===== src/ptts_pkg.sv =====
package ptts_pkg;

	localparam int MAX_TASKS = 16;
	localparam int TIME_BITS = 16;
	localparam int JOB_W     = 16;
	localparam int SLOT_W    = $clog2(MAX_TASKS);
	localparam int CNT_W     = $clog2(MAX_TASKS + 1);
	localparam int CFG_W     = 5;
	localparam int CFG_IDX_W = 1;

	localparam logic FUNC_LOAD = 1'b0;
	localparam logic FUNC_TICK = 1'b1;

	localparam logic MODE_EDF = 1'b0;
	localparam logic MODE_RMS = 1'b1;

	localparam logic [CFG_IDX_W-1:0] REG_SCHED_MODE = 1'd0;
	localparam logic [CFG_IDX_W-1:0] REG_TASK_COUNT = 1'd1;

	typedef struct packed {
		logic [TIME_BITS-1:0] budget_tab;
		logic [TIME_BITS-1:0] period_tab;
		logic [TIME_BITS-1:0] budget_left;
		logic [TIME_BITS-1:0] deadline_left;
		logic [JOB_W-1:0]     job_count;
	} entry_t;

	typedef struct packed {
		logic [SLOT_W-1:0] ran_slot;
		logic              idle;
		logic [JOB_W-1:0]  job_number;
		logic              job_done;
	} result_t;

endpackage


===== src/ptts_task_ram.sv =====
module ptts_task_ram (
	input  logic                        clk,
	input  logic                        we,
	input  logic [ptts_pkg::SLOT_W-1:0] waddr,
	input  ptts_pkg::entry_t            wdata,
	input  logic [ptts_pkg::SLOT_W-1:0] raddr,
	output ptts_pkg::entry_t            rdata
);

	ptts_pkg::entry_t mem [ptts_pkg::MAX_TASKS];

	always_ff @(posedge clk) begin
		if (we) begin
			mem[waddr] <= wdata;
		end
	end

	always_ff @(posedge clk) begin
		rdata <= mem[raddr];
	end

endmodule


===== src/ptts_engine.sv =====
module ptts_engine (
	input  logic                           clk,
	input  logic                           arst_n,
	input  logic                           in_valid,
	output logic                           in_stall,
	input  logic                           func,
	input  logic [ptts_pkg::SLOT_W-1:0]    slot,
	input  logic [ptts_pkg::TIME_BITS-1:0] budget,
	input  logic [ptts_pkg::TIME_BITS-1:0] period_len,
	input  logic                           mode,
	input  logic [ptts_pkg::CNT_W-1:0]     n_live,
	input  logic                           out_free,
	output logic                           res_valid,
	output ptts_pkg::result_t              res
);

	localparam logic [1:0] ST_IDLE = 2'd0;
	localparam logic [1:0] ST_SCAN = 2'd1;
	localparam logic [1:0] ST_CDWN = 2'd2;
	localparam logic [1:0] ST_DONE = 2'd3;

	logic [1:0]                     state_q;
	logic [ptts_pkg::CNT_W-1:0]     issue_q;
	logic                           vld_s1;
	logic [ptts_pkg::SLOT_W-1:0]    idx_s1;
	logic                           found_q;
	logic [ptts_pkg::SLOT_W-1:0]    pick_q;
	logic [ptts_pkg::TIME_BITS-1:0] best_q;
	logic [ptts_pkg::JOB_W-1:0]     jobn_q;
	logic                           done_q;
	logic                           cur_valid_q;
	logic [ptts_pkg::SLOT_W-1:0]    cur_q;
	logic [ptts_pkg::MAX_TASKS-1:0] act_q;
	logic [ptts_pkg::MAX_TASKS-1:0] jv_q;

	logic                           accept;
	logic                           we;
	logic [ptts_pkg::SLOT_W-1:0]    waddr;
	ptts_pkg::entry_t               wdata;
	ptts_pkg::entry_t               rdata;
	ptts_pkg::entry_t               upd;
	logic [ptts_pkg::TIME_BITS-1:0] key;
	logic [ptts_pkg::JOB_W-1:0]     jc;
	logic                           hit;
	logic                           upd_act;
	logic                           upd_done;
	logic                           issue_more;

	ptts_task_ram u_ram (
		.clk   (clk),
		.we    (we),
		.waddr (waddr),
		.wdata (wdata),
		.raddr (issue_q[ptts_pkg::SLOT_W-1:0]),
		.rdata (rdata)
	);

	assign in_stall = (state_q != ST_IDLE);
	assign accept   = in_valid && !in_stall;
	assign key      = (mode == ptts_pkg::MODE_EDF) ? rdata.deadline_left : rdata.period_tab;
	assign hit      = found_q && (idx_s1 == pick_q);
	assign jc       = jv_q[idx_s1] ? rdata.job_count : ptts_pkg::JOB_W'(1);
	assign issue_more = (state_q == ST_SCAN) ? (issue_q < n_live)
		: (issue_q != ptts_pkg::CNT_W'(ptts_pkg::MAX_TASKS));

	// budget spend for the chosen task, then countdown and period reload
	always_comb begin
		upd      = rdata;
		upd_act  = act_q[idx_s1];
		upd_done = 1'b0;
		upd.job_count = jc;
		if (hit) begin
			if (rdata.budget_left != '0) begin
				upd.budget_left = rdata.budget_left - 1'b1;
			end
			upd_done = (upd.budget_left == '0);
			if (upd_done) begin
				upd_act = 1'b0;
				upd.job_count = (jc == '1) ? ptts_pkg::JOB_W'(1) : jc + 1'b1;
			end
		end
		if ({1'b0, idx_s1} < n_live) begin
			upd.deadline_left = rdata.deadline_left - 1'b1;
			if (upd.deadline_left == '0) begin
				upd.deadline_left = rdata.period_tab;
				upd.budget_left   = rdata.budget_tab;
				upd_act           = 1'b1;
			end
		end
	end

	always_comb begin
		we    = 1'b0;
		waddr = idx_s1;
		wdata = upd;
		if (accept && func == ptts_pkg::FUNC_LOAD) begin
			we    = 1'b1;
			waddr = slot;
			wdata = '{budget_tab: budget, period_tab: period_len, budget_left: budget,
				deadline_left: period_len, job_count: ptts_pkg::JOB_W'(1)};
		end else if (state_q == ST_CDWN && vld_s1) begin
			we = 1'b1;
		end
	end

	assign res_valid = (state_q == ST_DONE) && out_free;
	always_comb begin
		res.ran_slot   = found_q ? pick_q : '0;
		res.idle       = !found_q;
		res.job_number = found_q ? jobn_q : '0;
		res.job_done   = found_q && done_q;
	end

	always_ff @(posedge clk or negedge arst_n) begin
		if (!arst_n) begin
			state_q     <= ST_IDLE;
			issue_q     <= '0;
			vld_s1      <= 1'b0;
			found_q     <= 1'b0;
			cur_valid_q <= 1'b0;
			cur_q       <= '0;
			act_q       <= '0;
			jv_q        <= '0;
		end else begin
			unique case (state_q)
				ST_IDLE: begin
					vld_s1  <= 1'b0;
					issue_q <= '0;
					if (accept) begin
						if (func == ptts_pkg::FUNC_LOAD) begin
							act_q[slot] <= 1'b1;
							jv_q[slot]  <= 1'b1;
						end else if (mode == ptts_pkg::MODE_RMS && cur_valid_q && act_q[cur_q]) begin
							found_q <= 1'b1;
							pick_q  <= cur_q;
							state_q <= ST_CDWN;
						end else begin
							found_q <= 1'b0;
							state_q <= ST_SCAN;
						end
					end
				end
				ST_SCAN: begin
					if (vld_s1 && act_q[idx_s1] && (!found_q || key < best_q)) begin
						found_q <= 1'b1;
						best_q  <= key;
						pick_q  <= idx_s1;
					end
					vld_s1 <= issue_more;
					idx_s1 <= issue_q[ptts_pkg::SLOT_W-1:0];
					if (issue_more) begin
						issue_q <= issue_q + 1'b1;
					end else if (!vld_s1) begin
						issue_q <= '0;
						state_q <= ST_CDWN;
					end
				end
				ST_CDWN: begin
					if (vld_s1) begin
						act_q[idx_s1] <= upd_act;
						jv_q[idx_s1]  <= 1'b1;
						if (hit) begin
							jobn_q <= jc;
							done_q <= upd_done;
						end
					end
					vld_s1 <= issue_more;
					idx_s1 <= issue_q[ptts_pkg::SLOT_W-1:0];
					if (issue_more) begin
						issue_q <= issue_q + 1'b1;
					end else if (!vld_s1) begin
						state_q <= ST_DONE;
					end
				end
				ST_DONE: begin
					if (out_free) begin
						cur_valid_q <= found_q;
						cur_q       <= found_q ? pick_q : '0;
						state_q     <= ST_IDLE;
					end
				end
				default: begin
					state_q <= ST_IDLE;
				end
			endcase
		end
	end

endmodule


===== src/periodic_task_tick_scheduler.sv =====
// Tick-driven scheduler for up to 16 periodic tasks, EDF or non-preemptive RMS.
// Input channel (in_valid/in_stall): func selects a load request, which writes
// one task entry (slot, budget, period_len), or a tick request.
// A load writes its task entry and gives no result. A tick gives exactly one result on
// the output channel (out_valid/out_stall): the task that ran, its job number
// and whether the job finished, or idle.
// A tick's result comes from a selection pass reading one table entry per cycle from
// the task memory, then a countdown pass that reads, updates and writes back all 16
// entries one per cycle, then a hand-over of the result, which waits while the
// output register is still full. No new request is taken until the hand-over.
// In RMS mode with a running task still active the selection pass is skipped.
// Config port (cfg_valid/cfg_ready, cfg_index, cfg_data): register 0 sched_mode,
// register 1 task_count; write only when no tick is in flight.
// Reset clears all active marks, sets job counts to one and forgets the current
// task; budget and period contents are undefined until loaded.
// A finished result waits in the output register; a new request is taken while
// it waits, and a tick that finishes then holds until the result is taken.
module periodic_task_tick_scheduler (
	input  logic                              clk,
	input  logic                              arst_n,
	input  logic                              in_valid,
	output logic                              in_stall,
	input  logic                              func,
	input  logic [ptts_pkg::SLOT_W-1:0]       slot,
	input  logic [ptts_pkg::TIME_BITS-1:0]    budget,
	input  logic [ptts_pkg::TIME_BITS-1:0]    period_len,
	output logic                              out_valid,
	input  logic                              out_stall,
	output logic [ptts_pkg::SLOT_W-1:0]       ran_slot,
	output logic                              idle,
	output logic [ptts_pkg::JOB_W-1:0]        job_number,
	output logic                              job_done,
	input  logic                              cfg_valid,
	output logic                              cfg_ready,
	input  logic [ptts_pkg::CFG_IDX_W-1:0]    cfg_index,
	input  logic [ptts_pkg::CFG_W-1:0]        cfg_data
);

	logic                       mode_q;
	logic [ptts_pkg::CFG_W-1:0] task_count_q;
	logic [ptts_pkg::CNT_W-1:0] n_live;
	logic                       out_valid_q;
	logic                       out_free;
	logic                       res_valid;
	ptts_pkg::result_t          res;
	ptts_pkg::result_t          res_q;

	assign cfg_ready = 1'b1;

	always_ff @(posedge clk or negedge arst_n) begin
		if (!arst_n) begin
			mode_q       <= ptts_pkg::MODE_EDF;
			task_count_q <= ptts_pkg::CFG_W'(1);
		end else if (cfg_valid && cfg_ready) begin
			unique case (cfg_index)
				ptts_pkg::REG_SCHED_MODE: mode_q       <= cfg_data[0];
				ptts_pkg::REG_TASK_COUNT: task_count_q <= cfg_data;
				default: ;
			endcase
		end
	end

	assign n_live = (task_count_q > ptts_pkg::CFG_W'(ptts_pkg::MAX_TASKS))
		? ptts_pkg::CNT_W'(ptts_pkg::MAX_TASKS) : ptts_pkg::CNT_W'(task_count_q);

	assign out_free = !out_valid_q || !out_stall;

	ptts_engine u_engine (
		.clk        (clk),
		.arst_n     (arst_n),
		.in_valid   (in_valid),
		.in_stall   (in_stall),
		.func       (func),
		.slot       (slot),
		.budget     (budget),
		.period_len (period_len),
		.mode       (mode_q),
		.n_live     (n_live),
		.out_free   (out_free),
		.res_valid  (res_valid),
		.res        (res)
	);

	always_ff @(posedge clk or negedge arst_n) begin
		if (!arst_n) begin
			out_valid_q <= 1'b0;
		end else if (res_valid) begin
			out_valid_q <= 1'b1;
		end else if (!out_stall) begin
			out_valid_q <= 1'b0;
		end
	end

	always_ff @(posedge clk) begin
		if (res_valid) begin
			res_q <= res;
		end
	end

	assign out_valid  = out_valid_q;
	assign ran_slot   = res_q.ran_slot;
	assign idle       = res_q.idle;
	assign job_number = res_q.job_number;
	assign job_done   = res_q.job_done;

endmodule


===== config.mk =====
export PLATFORM = sky130hd
export DESIGN_NAME = periodic_task_tick_scheduler
export DESIGN_NICKNAME = d
export VERILOG_FILES = /design/src/ptts_pkg.sv /design/src/ptts_task_ram.sv /design/src/ptts_engine.sv /design/src/periodic_task_tick_scheduler.sv
export SDC_FILE = /design/constraint.sdc
export NUM_CORES = 2
export LEC_CHECK = 0
export BUFFER_PORTS_ARGS = -buffer_cell sky130_fd_sc_hd__buf_2
export CORE_MARGIN = 2
export CORE_UTILIZATION = 54
export DETAILED_ROUTE_END_ITERATION = 10
export MAX_ROUTING_LAYER = met4
export PLACE_DENSITY = 0.83
export SLEW_MARGIN = 5
export SYNTH_ARGS = -nofsm -noshare
export SYNTH_HDL_FRONTEND = slang
export SYNTH_SLANG_ARGS = --single-unit

===== constraint.sdc =====
create_clock -name clk -period 5.8 [get_ports clk]
set_input_delay 0.58 -clock clk [delete_from_list [all_inputs] [get_ports clk]]
set_output_delay 0.58 -clock clk [all_outputs]
set_load 0.02 [all_outputs]

### Yosys cells after proc, flatten, opt, wreduce, memory -nomap -nowiden

Memory sizes are Yosys's and may differ from the RTL's. A register that Yosys moved wholly into a read port is not among the register bits.
Index checks and enable logic that the tools add are counted.

* bits in registers: 116
* memory bits (writable): 1280
* word-level logic and storage cells: 166
* memories kept: 1

* $add $sub $neg: 4
* magnitude comparators: 9
* equal/unequal tests: 20
* multiplexer cells: 68
* bitwise operators: 5
* reduce and logical (&&, ||, !) cells: 39

Memories
* u_engine.u_ram.mem: depth 16, bits a word 80, rd ports 1, clocked after memory_dff 1, wr ports 1, RTL line ptts_task_ram.sv:10 `ptts_pkg::entry_t mem [ptts_pkg::MAX_TASKS];`

Operator list (number)
* 16-bit 2-to-1 mux: 14
* 80-bit 2-to-1 mux: 1
* 32-bit 2-to-1 mux: 2
* 16-bit case mux with 2 select lines: 2
* 16-bit OR: 3
* 16-bit zero test: 2
* 16-bit by 1-bit subtractor with 16-bit output (second input constant): 2
* 4-bit 2-to-1 mux: 6
* 1-bit 2-to-1 mux: 20
* 5-bit 2-to-1 mux: 4
* 16-bit by 1-bit adder with 16-bit output (second input constant): 1
* 16-bit bitwise mux: 1
* 16-bit == test (second input constant): 1
* 16-bit less-than comparator: 1
* 2-bit 2-to-1 mux: 8
* 16-bit nonzero test: 1
* 4-bit by 5-bit less-than comparator with 1-bit output (second input constant): 3
* 5-bit case mux with 3 select lines: 1
* 2-bit != test (second input constant): 7
* 1-bit binary-select mux with 4-bit select: 3
* 1-bit logical AND: 12
* 2-bit by 1-bit != test with 1-bit output (second input constant): 6
* 4-bit AND reduction: 3
* 1-bit demux with 4-bit select: 2
* 24 further kinds: 39

### Depth between registers and ports, before layout

* depth after elaboration: 11
* depth in mapped cells: 14
* mapped depth without buffers: 10

### Cells and area by module

A second synthesis with hierarchy kept.

* cells, all modules: 3124
* area, all modules: 58549.9 µm²

Modules (own cells, without submodules)
* ptts_task_ram: instances 1, cells an instance 2054, area each 49422.4 µm², seq. area each 40038.4 µm²
* ptts_engine: instances 1, cells an instance 1024, area each 8156.6 µm², seq. area each 2382.3 µm²
* periodic_task_tick_scheduler: instances 1, cells an instance 46, area each 970.9 µm², seq. area each 837.1 µm²

### Least setup slack after synthesis

No wires, ideal clock.

* path kind: flip-flop to flip-flop
* from: register u_engine.state_q[0]
* to: memory u_engine.u_ram.mem[2][0] (netlist bit) (enable)
* setup time: 0.519 ns
* arrival time: 4.974 ns
* data required time: 5.281 ns
* setup slack: 0.307 ns
* cell stages (with the launch flop): 8
* clock period less this slack: 5.493 ns
* path through: dfrtp_1 -> inv_1 -> ha_1 -> nand3b_1 -> clkbuf_1 -> clkbuf_1 -> a31oi_1 -> nor2_1

* word-level cells in the longest chain between the ends: 7
* elaborated cells between the ends (all ways): 11
* those cells by class: 1 x eq/ne; 5 x mux; 5 x reduce/logical

Ends and longest elaborated chain
* from (decl): RTL line ptts_engine.sv:22 `logic [1:0] state_q;`
* from (signal assigned): RTL line ptts_engine.sv:116 `state_q <= ST_IDLE;`
* from (signal assigned): RTL line ptts_engine.sv:136 `state_q <= ST_CDWN;`
* from (signal assigned): RTL line ptts_engine.sv:139 `state_q <= ST_SCAN;`
* 2-bit nonzero test: RTL line ptts_engine.sv:58 `assign in_stall = (state_q != ST_IDLE);`
* 1-bit zero test: RTL line ptts_engine.sv:59 `assign accept = in_valid && !in_stall;`
* 1-bit logical AND: RTL line ptts_engine.sv:59
* 1-bit logical AND: RTL line ptts_engine.sv:96 `if (accept && func == ptts_pkg::FUNC_LOAD) begin`
* 1-bit 2-to-1 mux: RTL line ptts_engine.sv:96
* 1-bit 2-to-1 mux: RTL line ptts_task_ram.sv:13 `if (we) begin`
* 1-bit 2-to-1 mux (not written as such): RTL line ptts_task_ram.sv:14 `mem[waddr] <= wdata;`
* to (decl): RTL line ptts_task_ram.sv:10

Parallel ways exist; a longest one is shown, timed or not.

==> flow_summary.ini <==
[floorplanning]
dieArea_mm2 = 0.1101
rows = 120
die-height_um = 331.8
pin_count = 73
initial_utilization = 0.5434
core_mm2 = 0.1068
die_w_um = 331.8

[timing]
finalSetupTns_ns = 0
worst_clock_skew_ns = 0.04533
rsz0062_at_grt = no
report.final.setup_viol = 0
finalMaxSlewViolations = 0
period_share = 0.8566
slew_headroom = 0.07839
hold_viol_final = 0
whs_ns = 0.05645
fin_crit_ns = 4.968
worstMarginPinSlew_ns = 1.376
fmax_mhz = 201.3

[route]
initialDrtViolationCount = 4096
avgViaCountPerCell = 6.678
drtPass1Iterations = 8
antenna_left = 0
routedWlPerCell_um = 31.88
drt-total-wl_mm = 143.9
vias = 30140
drc_errors = 0

[setup_path]
cp-start-kind = register
slowest_stage = a21oi_1
crit_fanout = 20
end_kind = register
crit_family = simple AND/OR/NAND/NOR gates
slowest_delay_ns = 0.89
path_class = reg -> reg
arrival_ns = 5.38
worstPathRequired_ns = 6.21
crit_buf_inv = 1
crit_path_cell_trace = mux4_2, o21ai_0, o22ai_1, buf_4, and2_1, ha_1, and3_1, and4_1, nor3b_1, nand3b_1, a21oi_1

[layout]
final_cells = 4514
fill_cells = 6844
layout-drive-gt1-share = 0.2707
final_cell_area_mm2 = 0.06529
fin_util = 0.6116
syn_to_final_growth_pct = 12.55
nNetsFinal = 3066

[grt]
antenna_found_initial = 6
grt_pass1_vias = 31030
grt-ovfl-total = 0
grtUsageTotal = 0.2722
grt_pass1_wl_mm = 210.9
grt_start_max_net_pins = 145

[clock_network]
cts.sinks = 1476
post-cts-setup-buffers = 0
numCtsBuffers = 143
cts-htree-levels = 4
clock_latency_ns = 0.78
ctsRootBufferMaster = clkbuf_16
cts_buffer_depth = 3
cts_hold_buf = 1
post_cts_resized = 0
clkTransAtPathRegs_ns = 0.06
cts_tree = built

[logic_synthesis]
async_reset_ff_frac = 0.03591
synth_top_area_cell = edfxtp_1
syn_nets = 2927
yosysMostFrequentCell = edfxtp_1
avgSynthCellArea_um2 = 20.38
synthCells = 2846
synth_top_area_frac = 0.6952
yosys-top-cells-area = edfxtp_1, mux4_2, dfxtp_1
synth_warnings = 0
synth_cell_types = 63
synthFlopType = edfxtp_1
ys_seq_area_frac = 0.7457
syn_area_mm2 = 0.05801
yosys-top-cells-count = edfxtp_1, mux4_2, nand2_1
ys_seq_elements = 1476
synth_edf_count = 1343

[run_status]
status = finished clean

[placed_design]
placed_cell_area_mm2 = 0.06056
io_buffers = 71
hpwl_mm = 75.18
dp_cells = 4242
gp_congestion = 0.8987

[power_and_ir_drop]
power_density_mw_per_mm2 = 489.0
irDropWorstVdd_mv = 0.3422
p_leak_nw = 20.57

[run]
drv_cap = 0

[min_path]
hp-class = in -> reg
-- logic make-up (layout without fill, tap and decap cells) --
logic type                 count (synthesis)  after routing  synth area share
buffers and inverters                    183            444           0.01223
DFF                                     1476           1476            0.7457
and+or+nand+nor                          458            458           0.03902
xor gates and xnor gates                  32             32          0.004831
other                                      1              5        0.00006464
muxes                                    463            463            0.1696
adders and majority gates                 33             33          0.007118
AOI/OAI and AO/OA                        200            200           0.02144
-- state kept, by name, indices dropped and copies added (netlist names), 5 cells and up --
register	cells
u_engine.best_q	16
u_engine.issue_q	5
u_engine.jobn_q	16
u_engine.u_ram.mem	1280
task_count_q	5
u_engine.jv_q	16
u_engine.u_ram.rdata	80
job_number	16
u_engine.act_q	16
-- cell usage in the layout, fill, tap and decap left out, types with 16 or more instances in the layout --
| master | n |
|---|---|
| nand2_1 | 162 |
| ha_1 | 33 |
| nor2_4 | 17 |
| and2_1 | 44 |
| nor3_1 | 28 |
| clkbuf_1 | 37 |
| clkbuf_8 | 17 |
| buf_12 | 27 |
| mux4_2 | 413 |
| inv_1 | 37 |
| dfxtp_1 | 80 |
| edfxtp_1 | 1343 |
| buf_2 | 71 |
| buf_4 | 41 |
| clkbuf_16 | 144 |
| dfrtp_1 | 48 |
| o21ai_0 | 47 |
| mux2_2 | 29 |
| mux2i_1 | 21 |
| xor2_1 | 20 |
| a21oi_1 | 60 |
| nor2_1 | 76 |
| nor4_1 | 16 |
| clkinv_2 | 30 |
| a31oi_1 | 20 |
| nand3_1 | 20 |
-- through the flow --
step / total power, W / setup WS [ns]
5_1_grt: 0.03296 / 0.6382
3_3_place_gp: 0.02223 / 1.182
3_5_place_dp: 0.02252 / 1.088
2_1_floorplan: 0.02001 / 0.3066
4_1_cts: 0.03191 / 1.017
6_report: 0.03192 / 0.8320
-- tightest hold or removal path: cells and delay by family --
kind	cells	cell delay [ns]
and+or+nand+nor	2	0.12
buffers and inverters	1	0.09
-- layer usage --
layer | up-vias | GRT usage | part of all wire
li1 | 11990 | - | -
met1 | 15640 | 0.3469 | 0.36
met2 | 2126 | 0.4361 | 0.50
met3 | 387 | 0.05471 | 0.10
met4 | 0 | 0.1052 | 0.036
met5 | - | - | 0
-- final cells by class --
| class | count | area, um^2 | share of cell area |
|---|---|---|---|
| antenna | 4 | 10.01 | 0.0001533 |
| clock buffer | 198 | 3976 | 0.06090 |
| clock inverter | 69 | 710.7 | 0.01089 |
| inverter | 37 | 138.9 | 0.002127 |
| multi-input combinational | 1187 | 14210 | 0.2177 |
| sequential | 1476 | 43270 | 0.6628 |
| tap | 1403 | 1755 | 0.02689 |
| timing repair buffer | 140 | 1214 | 0.01859 |
-- report_power, final --
group | total [W] | switching, W | internal (W)
logic | 0.00742 | 0.00459 | 0.00283
registers | 0.0152 | 0.000921 | 0.0143
clock network | 0.00928 | 0.00409 | 0.00518
-- path summary, 6_finish.rpt --
kind	start	end	slack [ns]	depth (start not counted)
worst max-delay path	u_engine.idx_s1[2]	u_engine.u_ram.mem[0][9]	0.83	11
worst min-delay path	out_stall	out_valid	0.06	3
worst max register to register	u_engine.idx_s1[2]	u_engine.u_ram.mem[0][9]	0.83	11
worst min register to register	u_engine.jv_q[0]	u_engine.jv_q[0]	0.46	1
max in group asynchronous	arst_n	u_engine.issue_q[2]	4.70	3
min in group asynchronous	arst_n	mode_q	0.49	3
(Power assumes the default switching activity.)
